### config.mk
export PLATFORM = sky130hd
export DESIGN_NAME = tbtb_ctrl
export DESIGN_NICKNAME = d
export VERILOG_FILES = /design/src/hw/rtl/tagged_btb_two_bit_predictor_top_assert.svh /design/src/hw/rtl/tbtb_pkg.sv /design/src/hw/rtl/tbtb_ctrl.sv
export SDC_FILE = /design/constraint.sdc
export NUM_CORES = 1
export LEC_CHECK = 0
export BUFFER_PORTS_ARGS = -buffer_cell sky130_fd_sc_hd__buf_2
export CORE_AREA = 2 2 39 41
export DETAILED_ROUTE_END_ITERATION = 10
export DIE_AREA = 0 0 41 43
export GPL_TIMING_DRIVEN = 0
export PLACE_DENSITY = 0.3
export SYNTH_ARGS = -nofsm -noshare
export SYNTH_HDL_FRONTEND = slang
export SYNTH_SLANG_ARGS = --single-unit
export TNS_END_PERCENT = 100
### constraint.sdc
create_clock -name clock -period 0.94 [get_ports clock]
set_input_delay 0.047 -clock clock [delete_from_list [all_inputs] [get_ports clock]]
set_output_delay 0.047 -clock clock [all_outputs]
set_load 0.01 [all_outputs]
### src/hw/rtl/tagged_btb_two_bit_predictor_top_assert.svh
// Assertion macros for the tagged BTB predictor.
// Used by the top level; no other dependencies.
`ifndef TAGGED_BTB_TWO_BIT_PREDICTOR_TOP_ASSERT_SVH
`define TAGGED_BTB_TWO_BIT_PREDICTOR_TOP_ASSERT_SVH

// Same-cycle implication.
`define TBTB_ASSERT_NOW(lbl, clk, rst, ante, cons) \
   lbl: assert property (@(posedge clk) disable iff (rst) (ante) |-> (cons)) \
      else $error("assertion failed");

// Next-cycle implication.
`define TBTB_ASSERT_NEXT(lbl, clk, rst, ante, cons) \
   lbl: assert property (@(posedge clk) disable iff (rst) (ante) |=> (cons)) \
      else $error("assertion failed");

`endif

### src/hw/rtl/tbtb_pkg.sv
// Package for the tagged BTB predictor: sizes, table entry, control structs.
// No dependencies.
`default_nettype none

package tbtb_pkg;

   // Table size; must be a power of two so the index is the low address bits.
   localparam int TABLE_ENTRIES = 1024;
   localparam int IDX_W  = $clog2(TABLE_ENTRIES);
   localparam int ADDR_W = 64;
   localparam int CNT_W  = 32;
   localparam int CTR_W  = 2;

   localparam logic [CTR_W-1:0] CTR_MAX = 2'd3;
   localparam logic [CTR_W-1:0] CTR_MIN = 2'd0;

   typedef logic [CNT_W-1:0] cnt_type;

   typedef struct packed {
      logic              valid;
      logic [ADDR_W-1:0] tag;
      logic [CTR_W-1:0]  ctr;
      cnt_type           evictions;
   } entry_type;

   // Controller -> datapath
   typedef struct packed {
      logic clear;    // write zero entry at sweep index
      logic capture;  // accept request word, start table read
      logic commit;   // write back entry, load response register
   } cmd_type;

   // Datapath -> controller
   typedef struct packed {
      logic clear_last;  // sweep at final entry
      logic out_free;    // response register can take a word
   } status_type;

   typedef struct packed {
      logic    predicted_taken;
      logic    hit;
      logic    prediction_correct;
      logic    evicted;
      cnt_type seen_total;
      cnt_type taken_total;
      cnt_type correct_total;
      cnt_type evicted_total;
      cnt_type entry_evictions;
   } rsp_type;

   function automatic cnt_type sat_inc(input cnt_type v);
      sat_inc = (v == '1) ? v : v + 1'b1;
   endfunction

endpackage

`default_nettype wire

### src/hw/rtl/tbtb_ctrl.sv
// Controller FSM for the tagged BTB predictor: clear sweep, accept, commit.
// Depends on tbtb_pkg.
`default_nettype none

module tbtb_ctrl
   import tbtb_pkg::*;
(
   input  wire logic       clock,
   input  wire logic       reset,
   input  wire logic       req_valid,
   output logic            req_ready,
   input  wire status_type status,
   output cmd_type         cmd
);

   localparam logic [1:0] ST_CLEAR  = 2'd0;
   localparam logic [1:0] ST_IDLE   = 2'd1;
   localparam logic [1:0] ST_UPDATE = 2'd2;

   logic [1:0] state_ff, state_in;

   always_comb begin
      state_in  = state_ff;
      cmd       = '0;
      req_ready = 1'b0;
      unique case (state_ff)
         ST_CLEAR: begin
            cmd.clear = 1'b1;
            if (status.clear_last) begin
               state_in = ST_IDLE;
            end
         end
         ST_IDLE: begin
            req_ready   = 1'b1;
            cmd.capture = req_valid;
            if (req_valid) begin
               state_in = ST_UPDATE;
            end
         end
         ST_UPDATE: begin
            // hold until the response register frees up
            if (status.out_free) begin
               cmd.commit = 1'b1;
               state_in   = ST_IDLE;
            end
         end
         default: begin
            state_in = ST_CLEAR;
         end
      endcase
   end

   always_ff @(posedge clock) begin
      if (reset) begin
         state_ff <= ST_CLEAR;
      end else begin
         state_ff <= state_in;
      end
   end

endmodule

`default_nettype wire

Word-level counts from Yosys, hierarchy flattened
Cells that the tools add are included. W data, S select, Z words.

Register bits: 2. Word-level logic and storage cells: 17.

Eq/ne operators: 5. Mux-type cells: 9. Reductions and logical operators: 2.

Operators with widths (number): $mux W2 (3); $ne A2 B2 Y1 const B (3); $pmux W2 S3 (1); $mux W1 (5); $reduce_and A3 Y1 (1); $eq A2 B1 Y1 const B (1); $eq A2 B2 Y1 const B (1); $logic_not A2 Y1 (1).

Longest topological paths before layout
Gate-level depths: netlist of the first run.

Depth in word-level cells: 3. Gate-level depth with buffers: 2. Gate-level depth less buffers: 2.

Least setup slack after synthesis of the first run
Ideal clock, no wire load.

Path type: reg-to-reg. Start: register state_ff[1]. End: register state_ff[1]. Library setup time: 115 ps. Arrival time: 775 ps. Path slack: 50 ps. Cell stages (with the launch flop): 3. Cells stage by stage: dfxtp_1 and3b_1 o21ba_1.

Cells in the longest elaborated chain, start to end: 3. Elaborated cells on any way between the ends: 8.

RTL lines: start: declaration (line tbtb_ctrl.sv:20) `logic [1:0] state_ff, state_in;`; start signal: assignment (line tbtb_ctrl.sv:57) `state_ff <= state_in;`; $eq A2 B2 Y1, or another cell as far along (line tbtb_ctrl.sv:26) `unique case (state_ff)`; $ne A2 B2 Y1 (no line); $reduce_and A3 Y1 (no line).

Parallel ways exist; a longest one is shown, timed or not. A chain may end at the register's enable or synchronous reset.

==> metrics.yaml, run 1 <==
largest_reg_flops: 2
grt_setup_unrepaired: "true"
die_area_um2: 1760
hold_path_class: "in -> reg"
drive_above_1_share_pct: 53.8
instances_no_fill: 42
maxCapViolCount: 0
p_total_uw: 348
fill_cells: 153
violations: "negative setup slack"
p_per_area_nw_per_um2: 1620
antenna_found_initial: 0
grt_pass1_vias: 134
cp.arrival_ns: 0.93
htree_levels: 1
multi_input_area_um2: 63.8
grt_max_degree: 8
fin_crit_sh_pct: 104
ant_nets: 0
io_pins: 9
drv_slew: 0
wl_per_cell_um: 7.74
holdWs_ns: 0.101
clkLatencyLatePin_ns: 0.22
syn_area_um2: 108
vdd_ir_drop_max_mv: 0.456
antenna_cells: 0
fin_nets: 33
track_usage_pct: 4.80
p_leak_uw: 0.000112
die_y_um: 43
clock.fmax_mhz: 1030
drt_iter0_markers: 0
start_kind: "flip-flop"
yosys_warnings: 0
clkTransAtPathRegs_ns: 0.03
dieWidth_um: 41
hold_viol: 0
num_vias: 124
avgSynthCellArea_um2: 8.28
critPathMaxFanout: 7
place_congestion: 0.604
dp_hpwl_um: 228
grt-ovfl-total: 0
via_per_inst: 2.95
cts.sinks: 2
placed_cell_area_um2: 168
cts_buffers: 3
dp.cells: 37
cts_tree: "built"
area_growth_pct: 100
seqCellArea_um2: 47.5
synth.distinct_cells: 10
coreArea_um2: 1380
root_buffer: "clkbuf_4"
end_kind: "output port"
setup_violations: 1
critPathRequiredTime_ns: 0.89
yosysSeqAreaShare_pct: 37.2
post-route-drc-count: 0
top_regs: "state_ff: 2 flops"
port_buffers: 8
outcome: "finished with violations"
dr.pass1.iters: 1
largest-register: "state_ff"
clockBufferDepth: 2
synth_seq_cells: 2
fin_area_um2: 215
clock-skew-final_ns: 0.00271
fin_crit_ns: 0.973
worstMarginPinSlew_ns: 0.217
synth_nets: 18
setup_slack_ns: -0.0332
drt-total-wl_um: 325
pre_cts_ws_ns: 0.0385
netlist_instances: 13
start_util_pct: 7.78
rows: 14
crit_type: "reg -> out"
relSlewSlack_pct: 85.4
grt_pass1_wl_um: 510
[final cells by class]
cell class	count	area share (%)
Sequential cell	2	22.1
Multi-Input combinational cell	10	29.7
Inverter	1	1.74
Tap cell	16	9.30
Clock buffer	3	10.5
Timing Repair Buffer	10	26.7
[timing repair]
action	in CTS	in global routing
hold buffers	1	0
hold endpoints to repair	1	0
gates cloned	0	0
buffers inserted	0	1
pin swaps	0	1
setup endpoints to repair	3	3
gates resized for setup	2	2
[placed cells by master, fill, tap and decap left out]
cell	Yosys	routed
clkbuf_4	0	3
nor2_1	3	3
dfxtp_4	0	2
buf_2	0	8
dlygate4sd3_1	0	1
inv_1	1	1
nor3b_1	1	1
a311oi_1	1	1
nand2b_1	1	1
and3b_1	1	1
nand2_1	1	1
o21a_1	1	1
o21ba_1	1	1
buf_4	0	1
[stage by stage]
stage | util (%) | TNS [ns]
detailed placement | 12.1 | 0
finish | 15.6 | -0.0332
CTS | 14.6 | -0.0430
global route | 15.6 | -0.143
global placement | 12.1 | 0
floorplan | - | 0
[cell usage after synthesis]
library cell,count,area share (%)
nor2_1,3,10
inv_1,1,3.5
nor3b_1,1,7.0
o21ba_1,1,9.3
o21a_1,1,7.0
and3b_1,1,8.1
dfxtp_1,2,37
a311oi_1,1,8.1
nand2_1,1,3.5
nand2b_1,1,5.8
[critical path, stage by stage, from the launching register on]
cell and delay [ns]:
dfxtp_4 0.35, and3b_1 0.22, buf_2 0.13
[metal layers]
layer | part of all wire, % | vias up | GRT usage [%]
met5 | 0 | - | 0
met4 | 0 | 0 | 8.00
met3 | 14 | 0 | 2.09
met2 | 31 | 9 | 3.44
met1 | 54 | 43 | 6.69
li1 | - | 72 | -
[path summary, 6_finish.rpt]
check	cells past startpoint	from	slack, ns	endpoint
worst max-delay path	2	state_ff[1]	-0.03	cmd[1]
worst min-delay path	3	req_valid	0.10	state_ff[0]
worst max register to register	3	state_ff[1]	0	state_ff[1]
worst min register to register	2	state_ff[0]	0.54	state_ff[0]
[kinds of logic after synthesis]
| family | after synthesis | synth area share [%] |
|---|---|---|
| AO/OA/AOI/OAI | 3 | 24.4 |
| buffers and inverters | 1 | 3.49 |
| flip-flops | 2 | 37.2 |
| AND/OR/NAND/NOR | 7 | 34.9 |
[power breakdown]
part / internal (µW) / switching, µW
logic: 33.9 / 26.3
clock network: 141 / 46.1
registers: 91.5 / 9.83
Note: power is estimated with default switching activity, not from simulation.
==> inputs of run 2 (changes only) <==
--- a/config.mk
+++ b/config.mk
@@ -11,6 +11,7 @@
 export DIE_AREA = 0 0 41 43
 export GPL_TIMING_DRIVEN = 0
 export PLACE_DENSITY = 0.3
+export RECOVER_POWER = 100
 export SYNTH_ARGS = -nofsm -noshare
 export SYNTH_HDL_FRONTEND = slang
 export SYNTH_SLANG_ARGS = --single-unit
==> constraint.sdc (replaced) <==
create_clock -name clock -period 1.2 [get_ports clock]
set_input_delay 0.06 -clock clock [delete_from_list [all_inputs] [get_ports clock]]
set_output_delay 0.06 -clock clock [all_outputs]
set_load 0.01 [all_outputs]
==> metrics.yaml, run 2 (synthesis results as in run 1) <==
cts_buffers: 3  # unchanged
fin_crit_ns: 1.06
worstMarginPinSlew_ns: 0.210  # was 0.217 ns
num_vias: 118  # was 124
cts_tree: "built"  # unchanged
cts_setup_buffers: 0  # unchanged
cp.arrival_ns: 1.00  # was 0.93 ns
via_per_inst: 2.95  # about the same
track_usage_pct: 4.80  # unchanged
die_y_um: 43  # unchanged
tns_ns: 0  # was -0.0332 ns
cts.sinks: 2  # unchanged
htree_levels: 1  # unchanged
sw_frac_of_total_pct: 24.2  # was 23.6%
fin_crit_sh_pct: 88.5
drv_slew: 0  # unchanged
placed_cell_area_um2: 168  # unchanged
place_congestion: 0.604  # unchanged
end_kind: "output port"  # unchanged
grt-ovfl-total: 0  # unchanged
io_pins: 9  # unchanged
coreArea_um2: 1380  # unchanged
clockPowerShare_pct: 55.3  # was 53.6%
clockBufferDepth: 2  # unchanged
clkLatencyLatePin_ns: 0.22  # about the same
drt_iter0_markers: 0  # unchanged
clock-skew-final_ns: 0.00194  # was 0.00271 ns
largest_reg_flops: 2  # unchanged
antenna_found_initial: 0  # unchanged
post-route-drc-count: 0  # unchanged
fin_nets: 31  # was 33
die_area_um2: 1760  # unchanged
critPathMaxFanout: 6  # was 7
antenna_cells: 0  # unchanged
outcome: "finished, final reports clean"  # was finished with violations
start_kind: "flip-flop"  # unchanged
start_util_pct: 7.78  # unchanged
relSlewSlack_pct: 85.9  # was 85.4%
drt-total-wl_um: 301  # was 325 µm
dp_hpwl_um: 228  # unchanged
cts_resized: 0  # was 2
layout_common_cells: "buf_2, clkbuf_1, nor2_1, clkbuf_4, dfxtp_1"  # was buf_2, nor2_1, clkbuf_4
setup_violations: 0  # was 1
hold_buffers: 0  # was 1
ant_nets: 0  # unchanged
dr.pass1.iters: 1  # unchanged
hold_viol: 0  # unchanged
grt_max_degree: 8  # unchanged
p_per_area_nw_per_um2: 1440  # was 1620 nW/µm²
clkTransAtPathRegs_ns: 0.03  # about the same
hold_path_class: "in -> reg"  # unchanged
pwr-share-comb_pct: 14.6  # was 17.3%
largest-register: "state_ff"  # unchanged
critPathRequiredTime_ns: 1.14  # was 0.89 ns
grt_pass1_vias: 133  # was 134
rows: 14  # unchanged
p_leak_uw: 0.0000869  # was 0.000112 µW
p_switching_uw: 64.4  # was 82.2 µW
port_buffers: 8  # unchanged
top_regs: "state_ff: 2 flops"  # unchanged
area_growth_pct: 72.1  # was 100%
wl_per_cell_um: 7.53  # was 7.74 µm
clock.fmax_mhz: 941
drive_above_1_share_pct: 29.2  # was 53.8%
fin_area_um2: 185  # was 215 µm²
root_buffer: "clkbuf_4"  # unchanged
maxCapViolCount: 0  # unchanged
dieWidth_um: 41  # unchanged
vdd_ir_drop_max_mv: 0.334  # was 0.456 mV
crit_type: "reg -> out"  # unchanged
grt_pass1_wl_um: 510  # unchanged
seqPwrFrac_pct: 30.1  # was 29.1%
grt_setup_unrepaired: "false"  # was true
internal-power_uw: 201  # was 266 µW
[run 2: metal layers]
layer | part of all wire (%) | wire, µm | GRT usage (%)
met4 | 0 | 0 | 8.00
met2 | 35 | 104 | 3.44
met3 | 13 | 38 | 2.09
met5 | 0 | 0 | 0
met1 | 52 | 158 | 6.69
[run 2: final timing paths]
| path | from | to | slack (ns) | cells past startpoint |
|---|---|---|---|---|
| worst max register to register | state_ff[1] | state_ff[1] | 0.29 | 2 |
| worst min-delay path | reset | state_ff[0] | 0.01 | 2 |
| worst max-delay path | state_ff[0] | cmd[1] | 0.14 | 2 |
| worst min register to register | state_ff[0] | state_ff[0] | 0.56 | 2 |
[run 2: per-stage QoR]
step / setup slack [ns] / hold WS, ns / util (%) / total power (µW) / instances
after detailed placement: 0.298 / 0.243 / 12.1 / 122 / 37
after CTS: 0.146 / 0.00445 / 13.7 / 280 / 40
after global placement: 0.291 / 0.235 / 12.1 / 122 / 37
after floorplan: 0.310 / 0.132 / - / 101 / 13
after global routing: 0.0550 / 0.0253 / 13.4 / 280 / 40
final: 0.138 / 0.0119 / 13.4 / 266 / 40
[run 2: power by group through the flow]
| stage | combinational (µW) | clock, µW | sequential, µW |
|---|---|---|---|
| after detailed placement | 41.8 | 0 | 80.4 |
| after global routing | 43.5 | 156 | 81.2 |
| final | 38.8 | 147 | 79.9 |
| after floorplan | 22.5 | 0 | 78.5 |
| after CTS | 41.9 | 159 | 79.6 |
| after global placement | 41.4 | 0 | 80.3 |
[run 2: area by class of cell]
class | count | area, µm²
fillers | 156 | 1200
multi-input cells | 10 | 63.8
flip-flops and latches | 2 | 40.0
repair buffers | 8 | 35.0
clock buffers | 3 | 22.5
well taps | 16 | 20.0
inverters | 1 | 3.75
[run 2: worst max-delay path: stages, from the launching register on]
cell and delay (ns):
dfxtp_1 0.40, and3b_1 0.21, clkbuf_1 0.16
